[src/hw/rtl/isu_pkg.sv]
// Shared types and constants for the indexed sequence store.
// Holds opcodes, status codes, sizing constants and the cell command word.
// No dependencies.
`timescale 1ns / 1ps
`default_nettype none

package isu_pkg;

  localparam int unsigned CAPACITY = 64;
  localparam int unsigned IDXW     = $clog2(CAPACITY);
  localparam int unsigned CNTW     = $clog2(CAPACITY + 1);
  localparam int unsigned DATAW    = 32;
  localparam int unsigned POSW     = 16;
  localparam int unsigned OPW      = 3;
  localparam int unsigned STW      = 2;
  localparam int unsigned COUNTW   = 7;
  // Read results are gathered in groups of this many cells before the final OR.
  localparam int unsigned GRP      = 8;
  localparam int unsigned NGRP     = (CAPACITY + GRP - 1) / GRP;

  typedef enum logic [OPW-1:0] {
    OP_READ     = 3'd0,
    OP_INS_HEAD = 3'd1,
    OP_INS_TAIL = 3'd2,
    OP_INS_AT   = 3'd3,
    OP_DELETE   = 3'd4
  } opcode_e;

  typedef enum logic [STW-1:0] {
    ST_DONE  = 2'd0,
    ST_RANGE = 2'd1,
    ST_FULL  = 2'd2
  } status_e;

  // Command broadcast to every cell in the row.
  typedef struct packed {
    logic             ins;
    logic             del;
    logic             rd;
    logic [IDXW-1:0]  pos;
    logic [DATAW-1:0] value;
  } isu_cmd_t;

endpackage

`default_nettype wire

[src/hw/rtl/isu_cell.sv]
// One storage cell of the sequence store row.
// Holds a single element, shifts to or from its neighbours and offers its word on a read.
// Depends on isu_pkg.
`timescale 1ns / 1ps
`default_nettype none

module isu_cell (
  input  wire logic                    clk_i,
  input  wire logic [isu_pkg::IDXW-1:0]  idx_i,
  input  wire isu_pkg::isu_cmd_t       cmd_i,
  input  wire logic [isu_pkg::DATAW-1:0] left_i,
  input  wire logic [isu_pkg::DATAW-1:0] right_i,
  output logic      [isu_pkg::DATAW-1:0] data_o,
  output logic      [isu_pkg::DATAW-1:0] rd_o
);
  import isu_pkg::*;

  logic [DATAW-1:0] data_q, data_d;
  logic [DATAW-1:0] rd_q, rd_d;

  always_comb begin
    data_d = data_q;
    if (cmd_i.ins) begin
      if (idx_i > cmd_i.pos) begin
        data_d = left_i;
      end else if (idx_i == cmd_i.pos) begin
        data_d = cmd_i.value;
      end
    end else if (cmd_i.del) begin
      // Everything from the deleted slot onwards moves one place towards the head.
      if (idx_i >= cmd_i.pos) begin
        data_d = right_i;
      end
    end
  end

  assign rd_d = (cmd_i.rd && (idx_i == cmd_i.pos)) ? data_q : '0;

  always_ff @(posedge clk_i) begin
    data_q <= data_d;
    rd_q   <= rd_d;
  end

  assign data_o = data_q;
  assign rd_o   = rd_q;

endmodule

`default_nettype wire

[config.mk]
export PLATFORM = sky130hd
export DESIGN_NAME = isu_cell
export DESIGN_NICKNAME = d
export VERILOG_FILES = /design/src/hw/rtl/isu_pkg.sv /design/src/hw/rtl/isu_cell.sv
export SDC_FILE = /design/constraint.sdc
export NUM_CORES = 1
export LEC_CHECK = 0
export BUFFER_PORTS_ARGS = -buffer_cell sky130_fd_sc_hd__buf_4
export CAP_MARGIN = 20
export CORE_UTILIZATION = 40
export CTS_CLUSTER_SIZE = 16
export DETAILED_ROUTE_END_ITERATION = 16
export GPL_TIMING_DRIVEN = 0
export PLACE_DENSITY = 0.72
export SETUP_SLACK_MARGIN = 0.4
export SKIP_CTS_REPAIR_TIMING = 1
export SLEW_MARGIN = 20
export SYNTH_ARGS = -nofsm -noshare
export SYNTH_HDL_FRONTEND = slang
export SYNTH_SLANG_ARGS = --single-unit
export TNS_END_PERCENT = 100
[constraint.sdc]
create_clock -name clk_i -period 5.8 [get_ports clk_i]
set_clock_uncertainty 0.1 [all_clocks]
set_input_delay 0.29 -clock clk_i [delete_from_list [all_inputs] [get_ports clk_i]]
set_output_delay 0.29 -clock clk_i [all_outputs]
set_load 0.005 [all_outputs]
==> flow_summary_export.csv, run 1 <==
group,metric,value,unit
synthesis,ys_seq_area_frac,0.473,
power_and_ir_drop,power,0.00115,W
worst_setup_path,reg2regPathDepth,1,
timing,setup_tns,0,ns
global_routing,grt_max_degree,33,
timing,slew_violations,0,
synthesis,syn_area,3380,sq um
power_and_ir_drop,power.switching,0.000313,W
synthesis,synth_top_area_frac,0.284,
global_routing,grtUsageTotal,0.250,
cts,clock_path_buffers,2,
power_and_ir_drop,switching_share,0.273,
routing,num_vias,3520,
timing,min_period,2.49,ns
floorplan,rows,33,
routing,drc,0,
worst_setup_path,critPathKind,"primary input to register",
routing,drt_iter0_markers,173,
cells_and_area,fin_util,0.607,
cells_and_area,drive_gt1_frac,0.375,
global_routing,grt_overflow,0,
synthesis,synth.net_count,467,
global_routing,grt_pass1_wl,16.6,mm
power_and_ir_drop,p_per_area,230,nW/um^2
synthesis,synth-edff-count,32,
timing,rsz0062_at_grt,"no",
routing,vias_per_cell,5.47,
synthesis,syn_avg_cell_area,9.69,sq um
synthesis,synth_seq_cells,64,
synthesis,syn_inst,349,
worst_setup_path,start_kind,"primary input",
timing,fmax,401,MHz
floorplan,io_pins,176,
floorplan,die-area,8830,sq um
power_and_ir_drop,p_int,0.000832,W
floorplan,start_util,0.412,
worst_hold_path,hold_class,"primary input to register",
global_routing,grt_pass1_vias,3410,
synthesis,ys_types,20,
synthesis,ys.flop_type,"edfxtp_1",
worst_hold_path,holdPathStages,2,
power_and_ir_drop,p_comb_frac,0.225,
cts,cts_root_buf,"clkbuf_8",
cells_and_area,area_growth,47.4,%
synthesis,ys_top_cells_by_area,"edfxtp_1, dfxtp_1, a311o_1, nand2_1, o211ai_1",
synthesis,post-synth-top-count-cell,"nand2_1",
cts,clk-insertion-delay-late,0.34,ns
power_and_ir_drop,ir_drop,0.120,mV
routing,drt_pre_antenna_iters,4,
synthesis,synth_commonest_cells,"nand2_1, nor2b_1",
routing,avgRoutedWirePerCell,16.9,um
synthesis,ys_warn_count,0,
worst_setup_path,path_max_fanout,32,
routing,wirelength,10.9,mm
routing,ant_nets,0,
power_and_ir_drop,p_leak,2.23,nW
timing,period_share,0.430,
worst_setup_path,end_kind,"register",
cts,cts_tree,"yes",
floorplan,fp.dieW,94.0,um
cts,htree_levels,3,
flow_run,drv_cap,0,
placement,port_buffers,174,
cells_and_area,fin_nets,652,
timing,hold_viol,0,
outcome,status,"completed",
synthesis,async_flop_share,0,
power_and_ir_drop,seqPwrFrac,0.480,
cells_and_area,n_antenna_cell,0,
timing,finalSetupViolCount,0,
placement,dpl.hpwl,8.13,mm
worst_setup_path,arrival,2.36,ns
timing,worst_pin_slew,0.782,ns
synthesis,synth_top_area_cell,"edfxtp_1",
cts,clk_pin_slew,0.07,ns
timing,slew-limit-headroom,0.479,
floorplan,fp.coreArea,8220,sq um
floorplan,die_y,94.0,um
worst_setup_path,critPathRequiredTime,5.67,ns
power_and_ir_drop,pwr-share-clk,0.295,
cts,cts_buffers,9,
placement,place_congestion,0.845,
cts,clock_sinks,64,
global_routing,grt_antenna_before_repair,0,
==> sequential cells by signal (all words and copies together), names as in the netlist <==
name,count
data_o,32
rd_o,32
==> placed cells by master, fill, tap and decap left out <==
master | synthesis | layout
dfxtp_1 | 32 | 32
and4_4 | 1 | 1
clkinvlp_4 | 0 | 1
buf_4 | 0 | 174
nand2_1 | 64 | 64
inv_1 | 6 | 6
nor2b_1 | 33 | 33
and3_4 | 1 | 1
buf_2 | 3 | 3
nand3_1 | 2 | 2
edfxtp_1 | 32 | 32
a31oi_1 | 32 | 32
a21o_1 | 1 | 1
clkinv_2 | 0 | 2
o211ai_1 | 32 | 32
a21oi_1 | 1 | 1
clkbuf_8 | 0 | 10
buf_6 | 8 | 8
and3_1 | 32 | 32
ha_1 | 6 | 6
clkbuf_1 | 29 | 32
o21ai_2 | 1 | 1
o22a_2 | 0 | 1
a311o_1 | 32 | 32
==> path summary, 6_finish.rpt <==
path | slack [ns] | end | from
max | 3.31 | data_o[11] | idx_i[5]
min | 0.10 | rd_o[31] | cmd_i[38]
max reg2reg | 4.98 | rd_o[3] | data_o[3]
min reg2reg | 0.40 | rd_o[8] | data_o[8]
==> worst max-delay path, stage by stage <==
cell	delay (ns)
buf_4	0.11
ha_1	0.30
and4_4	0.23
and3_4	0.18
buf_6	0.14
clkbuf_1	0.35
o22a_2	0.74
==> routing by layer <==
| layer | up-vias | track usage | part of all wire |
|---|---|---|---|
| met5 | - | 0 | 0 |
| met4 | 0 | 0.0885 | 0.021 |
| met3 | 20 | 0.0550 | 0.068 |
| met2 | 154 | 0.421 | 0.50 |
| met1 | 1665 | 0.312 | 0.41 |
| li1 | 1681 | - | - |
==> power by group through the flow <==
stage          sequential [W]  combinational [W]  clock [W]
2_1_floorplan        0.000557           0.000102          0
3_3_place_gp         0.000558           0.000252          0
3_5_place_dp         0.000559           0.000257          0
4_1_cts              0.000549           0.000258   0.000340
5_1_grt              0.000554           0.000281   0.000362
6_report             0.000550           0.000258   0.000338
==> final cells by class <==
| class | instances | area [sq um] |
|---|---|---|
| clock buffers | 13 | 149 |
| repair buffers | 174 | 1310 |
| flip-flops and latches | 64 | 1600 |
| well taps | 105 | 131 |
| inverters | 6 | 22.5 |
| plain buffers | 40 | 214 |
| clock inverters | 3 | 17.5 |
| fillers | 718 | 3230 |
| multi-input cells | 239 | 1550 |
==> kinds of logic after synthesis <==
logic type,share of synthesized area
and+or+nand+nor,0.201
AOI/OAI and AO/OA,0.234
DFF,0.473
buffers and inverters,0.0699
adders and majority gates,0.0222
==> stage by stage <==
stage / hold WS (ns) / cell area [sq um] / cells / setup WS [ns]
after floorplan: 0.336 / 3380 / 349 / 3.16
after global placement: 0.386 / 4820 / 628 / 2.50
after detailed placement: 0.393 / 4820 / 628 / 2.94
after CTS: 0.107 / 4990 / 644 / 3.29
after global routing: 0.117 / 4990 / 644 / 3.16
final: 0.105 / 4990 / 644 / 3.31
Note: power is estimated with default switching activity, not from simulation.
==> run 2, diff against run 1 <==
clock period = 2.5 ns   (was 5.8 ns; I/O delays follow)
==> run 2 against run 1 <==
Via count rose by 2.3%. Clock power rose to 3.3 times the previous value. Design area up 2.4%. Worst setup slack got worse by 2.7 ns. Non-clock buffer count grew 1. Cell count increased by 0.31%. Register-to-register slack got worse by 3.3 ns. Power increased to 2.6 times the previous value. Core utilization up 1.4 points. First-iteration DRC count is 18% higher. Critical endpoint is now data_o[28]. Largest power group unchanged. Highest routed layer unchanged.
==> flow_summary_export.csv, run 2 (synthesized netlist as in run 1, its figures left out) <==
group,metric,value,unit
cts,clk_pin_slew,0.07,ns
cells_and_area,layout_common_cells,"buf_4, nand2_1, nor2b_1",
worst_setup_path,reg2regPathDepth,1,
timing,min_period,1.87,ns
cells_and_area,n_antenna_cell,0,
floorplan,io_pins,176,
global_routing,grt_max_degree,33,
routing,vias_per_cell,5.58,
cells_and_area,fin_nets,654,
worst_setup_path,critPathKind,"primary input to register",
global_routing,grt_pass1_vias,3422,
worst_setup_path,start_kind,"primary input",
timing,fmax,534,MHz
worst_setup_path,arrival,1.85,ns
cells_and_area,drive_gt1_frac,0.383,
timing,worst_pin_slew,0.615,ns
power_and_ir_drop,p_leak,2.28,nW
worst_setup_path,critPathRequiredTime,2.47,ns
floorplan,fp.dieW,94.0,um
flow_run,drv_cap,0,
global_routing,grt_antenna_before_repair,0,
timing,finalSetupViolCount,0,
cts,cts_root_buf,"clkbuf_8",
power_and_ir_drop,ir_drop,0.304,mV
global_routing,grtUsageTotal,0.252,
routing,ant_nets,0,
placement,dpl.hpwl,8.16,mm
timing,rsz0062_at_grt,"no",
routing,drt_pre_antenna_iters,5,
global_routing,grt_overflow,0,
global_routing,grt_pass1_wl,16.8,mm
cts,cts_tree,"yes",
floorplan,die_y,94.0,um
power_and_ir_drop,p_per_area,587,nW/um^2
cts,clk-insertion-delay-late,0.35,ns
floorplan,fp.coreArea,8220,sq um
timing,slew-limit-headroom,0.590,
timing,holdWs,0.0196,ns
routing,avgRoutedWirePerCell,17.6,um
timing,hold_viol,0,
worst_setup_path,end_kind,"register",
routing,drt_iter0_markers,205,
worst_hold_path,hold_class,"primary input to register",
cells_and_area,area_growth,51.0,%
worst_setup_path,r2r_slack,1.68,ns
timing,slew_violations,0,
placement,port_buffers,174,
floorplan,die-area,8830,sq um
cts,clock_path_buffers,2,
cts,htree_levels,3,
cells_and_area,final_common_cell,"buf_4",
placement,place_congestion,0.768,
worst_setup_path,path_max_fanout,10,
worst_hold_path,holdPathStages,3,
routing,wirelength,11.3,mm
timing,period_share,0.749,
routing,num_vias,3602,
cts,clock_sinks,64,
floorplan,start_util,0.412,
outcome,status,"completed",
power_and_ir_drop,power,0.00300,W
timing,setup_tns,0,ns
cts,cts_buffers,9,
routing,drc,0,
floorplan,rows,33,
## run 2: stage by stage
step	cell area, sq um	utilization	instances	setup slack [ns]
final	5110	0.622	646	0.628
after global routing	5110	0.622	646	0.472
after CTS	5070	0.618	644	0.376
after floorplan	3390	-	349	0.515
after detailed placement	4830	0.588	628	0.0212
after global placement	4830	0.588	628	0.0524
## run 2: cell type report
| type | instances | area [sq um] |
|---|---|---|
| Buffer | 40 | 215 |
| Clock buffer | 11 | 141 |
| Clock inverter | 5 | 104 |
| Fill cell | 696 | 3110 |
| Inverter | 6 | 22.5 |
| Multi-Input combinational cell | 240 | 1580 |
| Sequential cell | 64 | 1600 |
| Tap cell | 105 | 131 |
| Timing Repair Buffer | 175 | 1320 |
## run 2: power breakdown
| group | switching (W) | internal (W) |
|---|---|---|
| clock | 0.000423 | 0.000690 |
| combinational | 0.000284 | 0.000330 |
| sequential | 0.0000483 | 0.00122 |
## run 2: layer usage
| layer | vias to the layer above | track usage | wire [um] |
|---|---|---|---|
| li1 | 1690 | - | - |
| met1 | 1707 | 0.311 | 4630 |
| met2 | 184 | 0.431 | 5720 |
| met3 | 21 | 0.0502 | 767 |
| met4 | 0 | 0.0962 | 214 |
| met5 | - | 0 | 0 |
## run 2: path summary, 6_finish.rpt
kind	start	endpoint
max	idx_i[3]	data_o[28]
min	cmd_i[12]	data_o[12]
max reg2reg	data_o[3]	rd_o[3]
min reg2reg	data_o[24]	rd_o[24]
## run 2: worst max-delay path, stage by stage
cell and delay (ns):
buf_4 0.11, ha_1 0.29, a21o_1 0.11, nand3_1 0.22, nand3_1 0.35, clkbuf_1 0.45, o211ai_1 0.19
==> run 3, diff against run 2 <==
ABC_AREA = 1   (was unset)
PLACE_DENSITY = 0.74   (was 0.72)
clock period = 1.9 ns   (was 2.5 ns; I/O delays follow)
==> run 3 against run 2 <==
Wire length down 18%. Flip-flop and latch count unchanged. Critical path depth increased by 4. Die area shrank 7.9%. Critical path type unchanged. Clock power shrank 11%.
==> flow_summary_export.csv, run 3 <==
group,metric,value,unit
outcome,status,"completed",
cells_and_area,layout_common_cells,"buf_4, inv_1, nand2_1, nand3_1, dlygate4sd3_1",
routing,avgRoutedWirePerCell,12.7,um
floorplan,rows,31,
floorplan,die_y,90.2,um
cts,clk-insertion-delay-late,0.33,ns
cells_and_area,area_growth,70.2,%
placement,place_congestion,0.798,
worst_setup_path,cp_slowest_stage_delay,0.22,ns
timing,worst_pin_slew,0.473,ns
cells_and_area,finalInstanceArea,5290,sq um
floorplan,die-area,8130,sq um
routing,vias_per_cell,4.47,
timing,slew_violations,0,
floorplan,fp.dieW,90.2,um
placement,port_buffers,174,
worst_setup_path,start_kind,"primary input",
flow_run,drv_cap,0,
routing,drt_iter0_markers,148,
cells_and_area,drive_gt1_frac,0.374,
global_routing,grt_antenna_before_repair,0,
cells_and_area,fin_nets,748,
synthesis,synth_top_area_frac,0.309,
routing,num_vias,3274,
worst_setup_path,cp_cell_sequence,"buf_6 -> inv_12 -> ha_4 -> nand2_4 -> nor2_4 -> nand2_2 -> nand3_4 -> buf_8 -> o22ai_4 -> clkinvlp_4 -> clkbuf_16",
synthesis,async_flop_share,0,
synthesis,ys.flop_type,"edfxtp_1",
cts,clk_pin_slew,0.07,ns
timing,slew-limit-headroom,0.685,
worst_setup_path,arrival,1.48,ns
synthesis,ys_types,18,
global_routing,grt_pass1_vias,2847,
global_routing,grt_max_degree,33,
global_routing,grt_overflow,0,
cts,cts_buffers,9,
synthesis,post-synth-top-count-cell,"inv_1",
timing,fmax,676,MHz
floorplan,start_util,0.422,
synthesis,synth_top_area_cell,"edfxtp_1",
cts,cts_tree,"yes",
timing,period_share,0.778,
cts,clock_path_buffers,2,
routing,ant_nets,0,
routing,wirelength,9.30,mm
synthesis,ys_warn_count,0,
synthesis,syn_area,3110,sq um
synthesis,synth.net_count,523,
power_and_ir_drop,p_per_area,686,nW/um^2
synthesis,synth_seq_cells,64,
worst_setup_path,slowest_stage,"ha_4",
synthesis,synth_commonest_cells,"inv_1, nand2_1, nand3_1",
cells_and_area,n_antenna_cell,0,
timing,hold_viol,0,
cells_and_area,final_common_cell,"buf_4",
worst_setup_path,end_kind,"register",
worst_hold_path,hold_class,"primary input to register",
worst_setup_path,critPathRequiredTime,1.90,ns
synthesis,syn_inst,405,
power_and_ir_drop,ir_drop,0.353,mV
placement,dpl.hpwl,6.45,mm
timing,finalSetupViolCount,0,
routing,drt_pre_antenna_iters,4,
routing,drc,0,
synthesis,syn_avg_cell_area,7.68,sq um
cts,htree_levels,3,
synthesis,synth-edff-count,32,
worst_setup_path,path_max_fanout,7,
cells_and_area,fin_util,0.718,
placement,place_area,4670,sq um
floorplan,io_pins,176,
synthesis,ys_seq_area_frac,0.515,
cts,clock_sinks,64,
timing,min_period,1.48,ns
floorplan,fp.coreArea,7370,sq um
synthesis,ys_top_cells_by_area,"edfxtp_1, dfxtp_1, inv_1, nand2_1, nand3_1",
power_and_ir_drop,p_leak,2.91,nW
timing,setup_tns,0,ns
global_routing,grtUsageTotal,0.208,
timing,rsz0062_at_grt,"no",
global_routing,grt_pass1_wl,13.3,mm
cells_and_area,fillers,595,
worst_setup_path,critPathKind,"primary input to register",
cts,cts_root_buf,"clkbuf_8",
-- run 3: cell types whose count changed in the layout (fill, tap and decap cells not counted), sizes merged, moves of 24 or more --
cell and delta:
inv +102, nand3 +64, nand2 +42, and3 -33, nor2 +33, nor2b -33, a311o -32, a31oi -32
dlygate4sd3 +32, o211ai -32, clkbuf -24
-- run 3: final cells by class --
type / instances / area (sq um) / area share
well taps: 99 / 124 / 0.0234
repair buffers: 213 / 1740 / 0.328
inverters: 109 / 435 / 0.0823
multi-input cells: 213 / 1100 / 0.208
clock buffers: 11 / 141 / 0.0267
clock inverters: 4 / 21.3 / 0.00402
flip-flops and latches: 64 / 1600 / 0.303
repair inverters: 1 / 7.51 / 0.00142
plain buffers: 19 / 128 / 0.0241
-- run 3: worst paths after layout --
path | startpoint | endpoint | slack, ns | depth (start not counted)
max | cmd_i[37] | data_o[22] | 0.42 | 11
min | cmd_i[8] | data_o[8] | 0.03 | 5
max reg2reg | data_o[1] | rd_o[1] | 1.15 | 2
min reg2reg | data_o[22] | rd_o[22] | 0.40 | 2
-- run 3: through the flow --
stage               hold WS [ns]  worst slack [ns]  instances  power, W
floorplan                  0.149            0.0254        405   0.00208
global placement           0.267            -0.423        678   0.00252
detailed placement         0.270            -0.452        678   0.00254
CTS                      -0.0895           -0.0992        693   0.00352
global route              0.0340             0.374        733   0.00382
finish                    0.0263             0.421        733   0.00363
-- run 3: cell families after synthesis --
family,share of synthesized area
AOI/OAI and AO/OA,0.00362
adders and majority gates,0.0241
buffers and inverters,0.169
DFF,0.515
and+or+nand+nor,0.288
-- run 3: critical path, delay by kind of cell --
kind / cells / cell delay [ns]
compound gates: 1 / 0.18
fa+ha+maj: 1 / 0.22
buf+inv: 5 / 0.68
simple gates: 4 / 0.29
-- run 3: report_power, final --
group	internal, W	switching (W)
clock	0.000493	0.000500
combinational	0.000540	0.000430
sequential	0.00160	0.0000640
total	0.00264	0.000994
-- run 3: per-layer routing --
metal	global-route usage	routed length [um]	vias to the layer above
li1	-	-	1648
met1	0.249	3640	1455
met2	0.349	4780	152
met3	0.0575	708	19
met4	0.0914	170	0
met5	0	0	-
